File: src/hdl/text_stream_display_filter_macros.svh
// Assertion macros shared by the display filter RTL.
`ifndef TEXT_STREAM_DISPLAY_FILTER_MACROS_SVH
`define TEXT_STREAM_DISPLAY_FILTER_MACROS_SVH

// Same-cycle implication, disabled during reset.
`define TSDF_ASSERT_IMPLY(label, clk, rst, ante, cons) \
  label: assert property (@(posedge clk) disable iff (rst) (ante) |-> (cons)) \
    else $error("tsdf assertion failed");

// Next-cycle implication, disabled during reset.
`define TSDF_ASSERT_NEXT(label, clk, rst, ante, cons) \
  label: assert property (@(posedge clk) disable iff (rst) (ante) |=> (cons)) \
    else $error("tsdf assertion failed");

`endif

File: src/hdl/tsdf_pkg.sv
// Shared types and constants of the text stream display filter.
`timescale 1ns / 1ps
package tsdf_pkg;

  localparam int NUMBER_DIGITS_DEF = 6;
  localparam int QUEUE_DEPTH_DEF   = 4;
  localparam int CFG_ADDR_W        = 5;
  localparam int CFG_IDX_W         = CFG_ADDR_W - 2;

  localparam logic [CFG_IDX_W-1:0] REG_NUMBER_ALL      = 3'd0;
  localparam logic [CFG_IDX_W-1:0] REG_NUMBER_NONBLANK = 3'd1;
  localparam logic [CFG_IDX_W-1:0] REG_SQUEEZE_BLANK   = 3'd2;
  localparam logic [CFG_IDX_W-1:0] REG_SHOW_TABS       = 3'd3;
  localparam logic [CFG_IDX_W-1:0] REG_SHOW_NONPRINT   = 3'd4;
  localparam logic [CFG_IDX_W-1:0] REG_SHOW_LINE_ENDS  = 3'd5;

  localparam logic [7:0] CH_TAB     = 8'd9;
  localparam logic [7:0] CH_NL      = 8'd10;
  localparam logic [7:0] CH_SPACE   = 8'd32;
  localparam logic [7:0] CH_DOLLAR  = 8'd36;
  localparam logic [7:0] CH_DASH    = 8'd45;
  localparam logic [7:0] CH_ZERO    = 8'd48;
  localparam logic [7:0] CH_I       = 8'd73;
  localparam logic [7:0] CH_M       = 8'd77;
  localparam logic [7:0] CH_CARET   = 8'd94;
  localparam logic [7:0] CH_DEL     = 8'd127;
  localparam logic [7:0] CARET_XOR  = 8'h40;

  typedef struct packed {
    logic number_all_lines;
    logic number_nonblank_lines;
    logic squeeze_blank;
    logic show_tabs;
    logic show_nonprinting;
    logic show_line_ends;
  } tsdf_cfg_t;

  // One classified input byte, as handed from front to back.
  typedef struct packed {
    logic       num;
    logic       mdash;
    logic       caret;
    logic       dollar;
    logic [7:0] ch;
  } tsdf_item_t;

  typedef enum logic [2:0] {
    PH_DIGIT,
    PH_TAB,
    PH_M,
    PH_DASH,
    PH_CARET,
    PH_DOLLAR,
    PH_CHAR
  } tsdf_phase_t;

endpackage

File: src/hdl/tsdf_regs.sv
// Configuration register file behind the APB-style port.
`timescale 1ns / 1ps
module tsdf_regs (
  input  logic                             clk,
  input  logic                             rst,
  input  logic                             psel,
  input  logic                             penable,
  input  logic                             pwrite,
  input  logic [tsdf_pkg::CFG_ADDR_W-1:0]  paddr,
  input  logic [31:0]                      pwdata,
  output logic [31:0]                      prdata,
  output logic                             pready,
  output tsdf_pkg::tsdf_cfg_t              cfg
);
  import tsdf_pkg::*;

  logic [CFG_IDX_W-1:0] idx;
  logic                 wr;
  logic                 rd_bit;

  assign idx    = paddr[CFG_ADDR_W-1:2];
  assign pready = 1'b1;
  assign wr     = psel && penable && pwrite;

  always_ff @(posedge clk) begin
    if (rst) begin
      cfg <= '0;
    end else if (wr) begin
      case (idx)
        REG_NUMBER_ALL:      cfg.number_all_lines      <= pwdata[0];
        REG_NUMBER_NONBLANK: cfg.number_nonblank_lines <= pwdata[0];
        REG_SQUEEZE_BLANK:   cfg.squeeze_blank         <= pwdata[0];
        REG_SHOW_TABS:       cfg.show_tabs             <= pwdata[0];
        REG_SHOW_NONPRINT:   cfg.show_nonprinting      <= pwdata[0];
        REG_SHOW_LINE_ENDS:  cfg.show_line_ends        <= pwdata[0];
        default: ;
      endcase
    end
  end

  always_comb begin
    case (idx)
      REG_NUMBER_ALL:      rd_bit = cfg.number_all_lines;
      REG_NUMBER_NONBLANK: rd_bit = cfg.number_nonblank_lines;
      REG_SQUEEZE_BLANK:   rd_bit = cfg.squeeze_blank;
      REG_SHOW_TABS:       rd_bit = cfg.show_tabs;
      REG_SHOW_NONPRINT:   rd_bit = cfg.show_nonprinting;
      REG_SHOW_LINE_ENDS:  rd_bit = cfg.show_line_ends;
      default:             rd_bit = 1'b0;
    endcase
  end

  assign prdata = {31'd0, rd_bit};

endmodule

File: src/hdl/tsdf_front.sv
// Front end: accepts raw bytes, tracks line state and classifies each byte.
`timescale 1ns / 1ps
module tsdf_front #(
  parameter int NUMBER_DIGITS = tsdf_pkg::NUMBER_DIGITS_DEF
) (
  input  logic                         clk,
  input  logic                         rst,
  input  tsdf_pkg::tsdf_cfg_t          cfg,
  input  logic                         push,
  input  logic [7:0]                   in_byte,
  input  logic                         q_full,
  output logic                         q_push,
  output tsdf_pkg::tsdf_item_t         q_item,
  output logic [4*NUMBER_DIGITS-1:0]   q_bcd
);
  import tsdf_pkg::*;

  localparam int BW = 4 * NUMBER_DIGITS;

  logic [7:0]    previous_char;
  logic [BW-1:0] line_number_bcd;
  logic [1:0]    blank_run;

  logic [1:0]    blank_run_next;
  logic [BW-1:0] bcd_next;
  logic          accept;
  logic          drop;
  logic          sq_hit;
  logic [1:0]    run_inc;
  tsdf_item_t    item;

  assign accept = push && !q_full;

  // Squeeze: a newline after a newline bumps the run; at two it is dropped.
  always_comb begin
    sq_hit  = cfg.squeeze_blank && (in_byte == CH_NL) && (previous_char == CH_NL);
    run_inc = (blank_run < 2'd2) ? blank_run + 2'd1 : blank_run;
    blank_run_next = sq_hit ? run_inc : 2'd0;
    drop    = sq_hit && (run_inc == 2'd2);
  end

  // Substitutions and prefixes, in the order the options apply.
  always_comb begin
    item = '0;
    item.ch = in_byte;
    item.num = !drop && (previous_char == CH_NL) &&
               ((cfg.number_all_lines && !cfg.number_nonblank_lines) ||
                (cfg.number_nonblank_lines && in_byte != CH_NL));
    if (cfg.show_tabs && item.ch == CH_TAB) begin
      item.caret = 1'b1;
      item.ch    = CH_I;
    end
    if (cfg.show_nonprinting && item.ch != CH_TAB && item.ch != CH_NL) begin
      if (item.ch[7]) begin
        item.mdash = 1'b1;
        item.ch    = {1'b0, item.ch[6:0]};
      end
      if (item.ch inside {[8'd0:8'd31], CH_DEL}) begin
        item.caret = 1'b1;
        item.ch    = item.ch ^ CARET_XOR;
      end
    end
    item.dollar = cfg.show_line_ends && item.ch == CH_NL;
  end

  // Saturating BCD increment, one digit carry at a time.
  always_comb begin
    logic [3:0] d;
    logic       carry;
    logic       all_nine;
    carry    = 1'b1;
    all_nine = 1'b1;
    bcd_next = line_number_bcd;
    for (int i = 0; i < NUMBER_DIGITS; i++) begin
      d = line_number_bcd[4*i +: 4];
      if (d != 4'd9) all_nine = 1'b0;
      if (carry) begin
        if (d == 4'd9) begin
          bcd_next[4*i +: 4] = 4'd0;
        end else begin
          bcd_next[4*i +: 4] = d + 4'd1;
          carry = 1'b0;
        end
      end
    end
    if (all_nine) bcd_next = line_number_bcd;
  end

  always_ff @(posedge clk) begin
    if (rst) begin
      previous_char   <= CH_NL;
      line_number_bcd <= BW'(1);
      blank_run       <= 2'd0;
    end else if (accept) begin
      blank_run <= blank_run_next;
      if (!drop) previous_char <= item.ch;
      if (item.num) line_number_bcd <= bcd_next;
    end
  end

  assign q_push = accept && !drop;
  assign q_item = item;
  assign q_bcd  = line_number_bcd;

endmodule

File: src/hdl/tsdf_queue.sv
// Small register queue between the front and back ends.
`timescale 1ns / 1ps
module tsdf_queue #(
  parameter int WIDTH = 8,
  parameter int DEPTH = tsdf_pkg::QUEUE_DEPTH_DEF
) (
  input  logic             clk,
  input  logic             rst,
  input  logic             q_push,
  input  logic [WIDTH-1:0] wdata,
  input  logic             q_pop,
  output logic [WIDTH-1:0] rdata,
  output logic             q_valid,
  output logic             q_full
);
  localparam int PW = (DEPTH > 1) ? $clog2(DEPTH) : 1;
  localparam int CW = $clog2(DEPTH + 1);

  logic [WIDTH-1:0] mem [DEPTH];
  logic [PW-1:0]    wr_ptr;
  logic [PW-1:0]    rd_ptr;
  logic [CW-1:0]    count;

  assign q_valid = (count != '0);
  assign q_full  = (count == CW'(DEPTH));
  assign rdata   = mem[rd_ptr];

  always_ff @(posedge clk) begin
    if (q_push) mem[wr_ptr] <= wdata;
  end

  always_ff @(posedge clk) begin
    if (rst) begin
      wr_ptr <= '0;
      rd_ptr <= '0;
      count  <= '0;
    end else begin
      if (q_push) wr_ptr <= (wr_ptr == PW'(DEPTH - 1)) ? '0 : wr_ptr + 1'b1;
      if (q_pop)  rd_ptr <= (rd_ptr == PW'(DEPTH - 1)) ? '0 : rd_ptr + 1'b1;
      if (q_push && !q_pop)      count <= count + 1'b1;
      else if (q_pop && !q_push) count <= count - 1'b1;
    end
  end

endmodule

File: src/hdl/tsdf_back.sv
// Back end: expands one classified byte into output bytes, one per cycle while popped.
`timescale 1ns / 1ps
module tsdf_back #(
  parameter int NUMBER_DIGITS = tsdf_pkg::NUMBER_DIGITS_DEF
) (
  input  logic                         clk,
  input  logic                         rst,
  input  logic                         q_valid,
  input  tsdf_pkg::tsdf_item_t         q_item,
  input  logic [4*NUMBER_DIGITS-1:0]   q_bcd,
  output logic                         q_pop,
  input  logic                         pop,
  output logic                         empty,
  output logic [7:0]                   out_byte,
  output logic                         last_of_run
);
  import tsdf_pkg::*;

  localparam int BW = 4 * NUMBER_DIGITS;
  localparam int DW = (NUMBER_DIGITS > 1) ? $clog2(NUMBER_DIGITS) : 1;

  function automatic tsdf_phase_t after_caret(tsdf_item_t it);
    return it.dollar ? PH_DOLLAR : PH_CHAR;
  endfunction

  function automatic tsdf_phase_t after_dash(tsdf_item_t it);
    return it.caret ? PH_CARET : after_caret(it);
  endfunction

  function automatic tsdf_phase_t after_tab(tsdf_item_t it);
    return it.mdash ? PH_M : after_dash(it);
  endfunction

  tsdf_phase_t   phase, phase_next;
  logic          busy, busy_next;
  logic [DW-1:0] dig, dig_next;
  tsdf_item_t    cur;
  logic [BW-1:0] cur_bcd;
  logic          out_valid;

  logic          take;
  logic          emitting;
  logic          load;
  logic [7:0]    emit_byte;
  logic          emit_last;
  logic [3:0]    digit;
  logic [NUMBER_DIGITS-1:0] upper_nz;

  assign take     = !out_valid || pop;
  assign emitting = busy && take;
  assign load     = q_valid && (!busy || (emitting && phase == PH_CHAR));
  assign q_pop    = load;

  for (genvar g = 0; g < NUMBER_DIGITS; g++) begin : g_nz
    assign upper_nz[g] = |cur_bcd[BW-1:4*g];
  end

  assign digit = cur_bcd[4*dig +: 4];

  // Next state.
  always_comb begin
    phase_next = phase;
    busy_next  = busy;
    dig_next   = dig;
    if (load) begin
      busy_next  = 1'b1;
      dig_next   = DW'(NUMBER_DIGITS - 1);
      phase_next = q_item.num ? PH_DIGIT : after_tab(q_item);
    end else if (emitting) begin
      case (phase)
        PH_DIGIT: begin
          if (dig == '0) phase_next = PH_TAB;
          else           dig_next   = dig - 1'b1;
        end
        PH_TAB:    phase_next = after_tab(cur);
        PH_M:      phase_next = PH_DASH;
        PH_DASH:   phase_next = after_dash(cur);
        PH_CARET:  phase_next = after_caret(cur);
        PH_DOLLAR: phase_next = PH_CHAR;
        PH_CHAR:   busy_next  = 1'b0;
        default:   phase_next = PH_CHAR;
      endcase
    end
  end

  // Byte for the current step; leading zeros print as spaces.
  always_comb begin
    emit_last = 1'b0;
    case (phase)
      PH_DIGIT:  emit_byte = (upper_nz[dig] || dig == '0) ? CH_ZERO + {4'd0, digit}
                                                          : CH_SPACE;
      PH_TAB:    emit_byte = CH_TAB;
      PH_M:      emit_byte = CH_M;
      PH_DASH:   emit_byte = CH_DASH;
      PH_CARET:  emit_byte = CH_CARET;
      PH_DOLLAR: emit_byte = CH_DOLLAR;
      PH_CHAR: begin
        emit_byte = cur.ch;
        emit_last = 1'b1;
      end
      default:   emit_byte = cur.ch;
    endcase
  end

  always_ff @(posedge clk) begin
    if (rst) begin
      phase     <= PH_CHAR;
      busy      <= 1'b0;
      dig       <= '0;
      out_valid <= 1'b0;
    end else begin
      phase <= phase_next;
      busy  <= busy_next;
      dig   <= dig_next;
      if (emitting)  out_valid <= 1'b1;
      else if (pop)  out_valid <= 1'b0;
    end
  end

  always_ff @(posedge clk) begin
    if (load) begin
      cur     <= q_item;
      cur_bcd <= q_bcd;
    end
    if (emitting) begin
      out_byte    <= emit_byte;
      last_of_run <= emit_last;
    end
  end

  assign empty = !out_valid;

endmodule

File: src/hdl/text_stream_display_filter.sv
// Path: a pushed byte is queued, loaded into the back-end item register, and its
// first result is registered on out_byte. Throughput: while pop takes each byte,
// the back-end sequencer sends one output byte per cycle, so a byte holds it
// until its results (1 to NUMBER_DIGITS + 5) are sent; a squeezed newline is
// dropped up front, never reaching it. Single-result bytes flow at one per cycle.
// Reset (synchronous rst): options clear, line number goes to 1, queues empty.
`timescale 1ns / 1ps
module text_stream_display_filter #(
  parameter int NUMBER_DIGITS = tsdf_pkg::NUMBER_DIGITS_DEF,
  parameter int QUEUE_DEPTH   = tsdf_pkg::QUEUE_DEPTH_DEF
) (
  input  logic                             clk,
  input  logic                             rst,
  input  logic                             psel,
  input  logic                             penable,
  input  logic                             pwrite,
  input  logic [tsdf_pkg::CFG_ADDR_W-1:0]  paddr,
  input  logic [31:0]                      pwdata,
  output logic [31:0]                      prdata,
  output logic                             pready,
  input  logic                             push,
  output logic                             full,
  input  logic [7:0]                       in_byte,
  input  logic                             pop,
  output logic                             empty,
  output logic [7:0]                       out_byte,
  output logic                             last_of_run
);
  import tsdf_pkg::*;
  `include "text_stream_display_filter_macros.svh"

  localparam int BW = 4 * NUMBER_DIGITS;
  localparam int QW = $bits(tsdf_item_t) + BW;

  tsdf_cfg_t     cfg;
  logic          q_push;
  logic          q_pop;
  logic          q_valid;
  logic          q_full;
  tsdf_item_t    f_item;
  logic [BW-1:0] f_bcd;
  tsdf_item_t    b_item;
  logic [BW-1:0] b_bcd;

  tsdf_regs u_regs (
    .clk     (clk),
    .rst     (rst),
    .psel    (psel),
    .penable (penable),
    .pwrite  (pwrite),
    .paddr   (paddr),
    .pwdata  (pwdata),
    .prdata  (prdata),
    .pready  (pready),
    .cfg     (cfg)
  );

  tsdf_front #(.NUMBER_DIGITS(NUMBER_DIGITS)) u_front (
    .clk     (clk),
    .rst     (rst),
    .cfg     (cfg),
    .push    (push),
    .in_byte (in_byte),
    .q_full  (q_full),
    .q_push  (q_push),
    .q_item  (f_item),
    .q_bcd   (f_bcd)
  );

  tsdf_queue #(.WIDTH(QW), .DEPTH(QUEUE_DEPTH)) u_queue (
    .clk     (clk),
    .rst     (rst),
    .q_push  (q_push),
    .wdata   ({f_item, f_bcd}),
    .q_pop   (q_pop),
    .rdata   ({b_item, b_bcd}),
    .q_valid (q_valid),
    .q_full  (q_full)
  );

  tsdf_back #(.NUMBER_DIGITS(NUMBER_DIGITS)) u_back (
    .clk         (clk),
    .rst         (rst),
    .q_valid     (q_valid),
    .q_item      (b_item),
    .q_bcd       (b_bcd),
    .q_pop       (q_pop),
    .pop         (pop),
    .empty       (empty),
    .out_byte    (out_byte),
    .last_of_run (last_of_run)
  );

  assign full = q_full;

  `TSDF_ASSERT_IMPLY(a_no_push_when_full, clk, rst, q_full, !q_push)
  `TSDF_ASSERT_IMPLY(a_pop_needs_entry, clk, rst, q_pop, q_valid)
  `TSDF_ASSERT_NEXT(a_run_continues, clk, rst, pop && !empty && !last_of_run, !empty)

endmodule
File: config.mk
export PLATFORM = sky130hd
export DESIGN_NAME = text_stream_display_filter
export DESIGN_NICKNAME = d
export VERILOG_FILES = /design/src/hdl/tsdf_pkg.sv /design/src/hdl/tsdf_regs.sv /design/src/hdl/tsdf_front.sv /design/src/hdl/tsdf_queue.sv /design/src/hdl/tsdf_back.sv /design/src/hdl/text_stream_display_filter.sv
export VERILOG_INCLUDE_DIRS = /design/src /design/src/hdl
export SDC_FILE = /design/constraint.sdc
export NUM_CORES = 1
export LEC_CHECK = 0
export BUFFER_PORTS_ARGS = -buffer_cell sky130_fd_sc_hd__buf_2
export CAP_MARGIN = 5
export CORE_MARGIN = 4
export CORE_UTILIZATION = 45
export CTS_BUF_LIST = sky130_fd_sc_hd__clkbuf_4
export CTS_CLUSTER_SIZE = 20
export DETAILED_ROUTE_END_ITERATION = 10
export HOLD_SLACK_MARGIN = 0.05
export PLACE_DENSITY = 0.61
export SLEW_MARGIN = 20
export SYNTH_ARGS = -nofsm -noshare
export SYNTH_HDL_FRONTEND = slang
export SYNTH_HIERARCHICAL = 1
export SYNTH_SLANG_ARGS = --single-unit
File: constraint.sdc
create_clock -name clk -period 3.6 [get_ports clk]
set_input_delay 0.18 -clock clk [delete_from_list [all_inputs] [get_ports clk]]
set_output_delay 0.18 -clock clk [all_outputs]
set_load 0.01 [all_outputs]
Yosys cells after proc, flatten, opt, wreduce, memory -nomap -nowiden. Memory sizes are Yosys's and may differ from the RTL's. A register that Yosys moved wholly into a read port is not among the register bits. Index checks and enable logic that the tools add are counted.

Shift operators: 1. Multiplexer cells: 65. Magnitude comparators: 4. Reduce and logical (&&, ||, !) cells: 66. $add $sub $neg: 13. Equality and inequality tests: 38. Bitwise logic cells: 4.

Operators by type and width (number): case mux 8 bit (6 select lines) (1); 2-to-1 mux 3 bit (13); equality test 8 x 4 -> 1 bit (second input constant) (4); 2-to-1 mux 8 bit (4); 2-to-1 mux 1 bit (27); adder 4 x 1 -> 4 bit (second input constant) (6); equality test 4 bit (second input constant) (6); 2-to-1 mux 4 bit (6); != test 4 bit (second input constant) (6); != test 8 x 4 -> 1 bit (second input constant) (3); OR reduction 24 bit (1); indexed part select 24 x 6 -> 4 bit (1); logical AND 1 bit (21); 2-to-1 mux 2 bit (10); AND reduction 4 bit (5); OR reduction 20 bit (1); equality test 3 bit (second input constant) (6); case mux 3 bit (6 select lines) (1); AND reduction 2 bit (8); OR reduction 16 bit (1); equality test 3 x 2 -> 1 bit (second input constant) (4); AND reduction 3 bit (4); nonzero test 2 bit (6); OR reduction 12 bit (1); other kinds (24) (45).

RAM bits: 144. Bits of input ports: 52. Output and inout port bits: 44. Register bits: 99. Memories kept: 1. Word-level logic and storage cells: 221.

Memory list: u_queue.mem (words 4, bits a word 36, read ports 1, clocked after Yosys merged registers in 1, wr ports 1, line tsdf_queue.sv:19) `logic [WIDTH-1:0] mem [DEPTH];`.

Depth between registers and ports, before layout.
Word-level depth: 14. Depth in mapped cells: 12.

Cells and area by module. The synthesis kept the hierarchy.

Modules (own cells, without submodules): tsdf_queue (cells each 232, area each 5690.5 sq um, times used 1); tsdf_back (cells each 162, area each 2248.4 sq um, times used 1); tsdf_front (cells each 241, area each 2128.3 sq um, times used 1); tsdf_regs (cells each 69, area each 601.8 sq um, times used 1).

Worst setup path after synthesis. No wires, ideal clock.

Path kind: flip-flop to flip-flop. Start point: register u_queue.count[1]. End point: register u_queue.count[2]. Cell stages (with the launch flop): 12. Buffers on the path: 0. Data required time: 3.530 ns. Path slack: 0.783 ns. Period minus slack after synthesis: 2.817 ns. Data arrival time: 2.747 ns. Path through: dfxtp_1 > or3_1 > nor2b_1 > a31oi_1 > inv_2 > inv_1 > ha_1 > inv_1 > fa_1 > xor2_1 > or3_1 > a21oi_1.

Elaborated cells between the ends (all ways): 15. Those cells by class: 2 x add/sub; 1 x eq/ne; 2 x mux; 10 x reduce/logical.

RTL lines: from (decl) (line tsdf_queue.sv:22) `logic [CW-1:0] count;`; from (signal assigned) (line tsdf_queue.sv:40) `if (q_push && !q_pop) count <= count + 1'b1;`; from (signal assigned) (line tsdf_queue.sv:41) `else if (q_pop && !q_push) count <= count - 1'b1;`; nonzero test 3 bit * (line tsdf_queue.sv:24) `assign q_valid = (count != '0);`; via q_valid (line text_stream_display_filter.sv:38) `logic q_valid;`; logical AND 1 bit * (line tsdf_back.sv:51) `assign load = q_valid && (!busy || (emitting && phase == PH_CHAR));`; via q_pop (line text_stream_display_filter.sv:37) `logic q_pop;`; logical NOT 1 bit (line tsdf_queue.sv:40); logical AND 1 bit (line tsdf_queue.sv:40); 2-to-1 mux 3 bit or nonzero test 2 bit (tied branches).

The timed path passes the listed nets; every way through them passes the cells marked *. The select of a mux whose other input is x is not followed. A chain may end at the register's enable or synchronous reset.

Final worst setup path.
Start point: register u_queue.count[0]. End point: register u_queue.count[2].

The elaborated chain is that of the path after synthesis.

==> flow_metrics.env <==
export IMPL_netlist_instances=704
export IMPL_wl_per_cell_um=17.7
export IMPL_gp_congestion=0.778
export IMPL_tritoncts="yes"
export IMPL_grt_max_degree=47
export IMPL_relSlewSlack=0.429
export IMPL_cp_arrival_ns=3.41
export IMPL_ys_seq_area_frac=0.636
export IMPL_avgSynthCellArea_um2=15.2
export IMPL_grtUsageTotal=0.158
export IMPL_grt_pass1_wl_um=32900
export IMPL_post_synth_num_cell_types=89
export IMPL_ys_seq_elements=245
export IMPL_ys_flop_type="edfxtp_1"
export IMPL_stdcell_count=1154
export IMPL_port_buffers=30
export IMPL_cts_max_level=2
export IMPL_fill_cells=1963
export IMPL_p_per_area_nw_per_um2=669
export IMPL_drtPass1Iterations=4
export IMPL_cp_num_buf_inv=3
export IMPL_die_x_um=162
export IMPL_min_period_ns=2.81
export IMPL_crit_path_max_fanout=4
export IMPL_synth_edff_count=188
export IMPL_placed_cell_area_um2=10900
export IMPL_max_freq_ghz=0.356
export IMPL_drt_initial_drc_count=338
export IMPL_wl_um=20500
export IMPL_max_stage_delay_ns=0.42
export IMPL_whs_path_depth=2
export IMPL_ios=96
export IMPL_status="finished clean"
export IMPL_num_rows=56
export IMPL_yosysWarnings=6
export IMPL_core_region_area_um2=23400
export IMPL_nets=848
export IMPL_cp_top_family="simple AND/OR/NAND/NOR gates"
export IMPL_final_cell_area_um2=11900
export IMPL_crit_type="reg2reg"
export IMPL_dp_cells=1024
export IMPL_cts_root_buffer="clkbuf_4"
export IMPL_async_flop_share=0
export IMPL_final_util=0.507
export IMPL_fp_dieH_um=162
export IMPL_area_growth_pct=11.2
export IMPL_dieArea_um2=26200
export IMPL_clock_skew_ns=0.0527
export IMPL_ir_drop_mv=0.387
export IMPL_cts_sinks=245
export IMPL_p_leak_nw=4.04
export IMPL_clk_path_buf_depth=3
export IMPL_vias_per_cell=5.38
export IMPL_drc=0
export IMPL_rr_worst_depth=11
export IMPL_hold_violations=0
export IMPL_ant_nets=0
export IMPL_finalSetupViolCount=0
export IMPL_start_kind="flip-flop"
export IMPL_start_util=0.456
export IMPL_cp_required_ns=4.20
export IMPL_drv_slew=0
export IMPL_cts_clk_slew_worst_paths_ns=0.07
export IMPL_grt_overflow_total=0
export IMPL_min_path_type="in2reg"
export IMPL_rsz0062_at_grt="no"
export IMPL_slowest_stage="or3_1"
export IMPL_vias=6212
export IMPL_crit_cells=11
export IMPL_drv_cap=0
export IMPL_ctsResizeCount=0
export IMPL_tns_ns=0
export IMPL_grt_pass1_vias=6365
export IMPL_synth_area_um2=10700
export IMPL_layout_common_cells="edfxtp_1 (188), clkbuf_4 (91), dfxtp_1 (56), mux4_2 (35), nor2_1 (33)"
export IMPL_drive_gt1_frac=0.255
export IMPL_worstMarginPinSlew_ns=0.854
export IMPL_clk_latency_ns=0.68
export IMPL_antenna_found_initial=1
export IMPL_place_hpwl_um=12700
export IMPL_layout_commonest_cell="edfxtp_1"
export IMPL_crit_chain="or3_1 > nor2b_1 > a31oi_1 > inv_2 > inv_1 > ha_1 > inv_1 > fa_1 > xor2_1 > or3_1 > a21oi_1"
export IMPL_worst_setup_path_end_kind="flip-flop"
export IMPL_cts_made_buffers=57
export IMPL_post_route_period_util=0.781
stage by stage:
stage / hold WS [ns] / worst slack [ns] / power, mW
floorplan: 0.249 / 0.783 / 5.37
global placement: 0.440 / 0.869 / 5.75
detailed placement: 0.443 / 0.802 / 5.83
CTS: 0.0654 / 0.782 / 8.04
global route: 0.0935 / 0.656 / 8.40
finish: 0.135 / 0.788 / 7.94
cells in the mapped netlist (all sizes together), types with 3 or more instances:
master    n  area share
nor4     11      0.0084
or4      13      0.0091
o31ai     9      0.0073
inv      22      0.0077
nand2b   16      0.0094
nor4b     4      0.0059
nor2     33       0.012
edfxtp  188        0.53
mux4     41       0.089
nor2b    12      0.0070
nand3b    7      0.0049
or2       3      0.0018
a31oi    10      0.0059
and2      7      0.0041
or3b      3      0.0025
mux2      5      0.0053
nand3     9      0.0042
nor3      8      0.0038
ha        9       0.011
or4b      3      0.0028
mux2i    16       0.015
a211o     3      0.0033
xor2      3      0.0025
nand4     7      0.0041
nand2    19      0.0067
o21ai    20      0.0097
nor3b     5      0.0035
or3       8      0.0052
buf      54       0.043
and3      4      0.0023
a21oi    29       0.017
a211oi    6      0.0042
dfxtp    57        0.11
clkbuf   13      0.0047
cell type report:
class                      instances  area [um2]  share of cell area
antenna                            1        2.50            0.000211
clock buffer                      91         683              0.0576
clock inverter                    16        61.3             0.00517
inverter                          22        82.6             0.00696
multi-input combinational        398        3390               0.286
sequential                       245        6790               0.572
tap                              319         399              0.0336
timing repair buffer              62         458              0.0386
cells by family (layout without fill, tap and decap cells):
logic type,Yosys count,in the layout,share of synthesized area
compound gates,104,104,0.0710
xor+xnor,4,4,0.00328
fa+ha+maj,10,10,0.0124
buf+inv,91,191,0.0571
flops,245,245,0.636
mux,62,62,0.109
other cells,2,33,0.000704
simple gates,186,186,0.110
power breakdown:
part / switching (mW) / internal [mW]
sequential: 0.336 / 3.70
combinational: 0.940 / 0.794
clock: 1.02 / 1.15
routing by layer:
layer	track usage	vias up	share of wire
li1	-	2895	-
met5	0	-	0
met2	0.265	192	0.50
met1	0.196	3077	0.42
met4	0.0761	0	0.030
met3	0.0350	48	0.051
final timing paths:
kind,end,start,slack [ns]
setup / recovery,u_queue/count[2]$_SDFFE_PP0P_,u_queue/count[0]$_SDFFE_PP0P_,0.79
hold / removal,u_queue/wr_ptr[1]$_SDFFE_PP0P_,rst,0.13
setup reg to reg,u_queue/count[2]$_SDFFE_PP0P_,u_queue/count[0]$_SDFFE_PP0P_,0.79
hold reg to reg,u_front/blank_run[1]$_SDFFE_PP0P_,u_front/blank_run[1]$_SDFFE_PP0P_,0.45
flip-flops by register name (all words and copies together) (netlist names), 2 cells and up, named ones only:
| register | flops |
|---|---|
| u_back/cur_bcd | 24 |
| u_queue/wr_ptr | 2 |
| u_queue/mem | 144 |
| u_regs/cfg | 6 |
| u_back/cur | 11 |
| u_queue/count | 3 |
| u_queue/rd_ptr | 2 |
| u_back/phase | 3 |
| u_back/out_byte | 8 |
| u_back/dig | 3 |
| u_front/previous_char | 8 |
| u_front/q_bcd | 24 |
| u_front/blank_run | 2 |
what timing repair did:
| item | in CTS | in global routing |
|---|---|---|
| hold buffers | 22 | 0 |
| setup buffers | 0 | 0 |
| hold endpoints to repair | 50 | 0 |
| endpoints found under the setup margin | 0 | 0 |
Power figures use the tool's default switching activity.
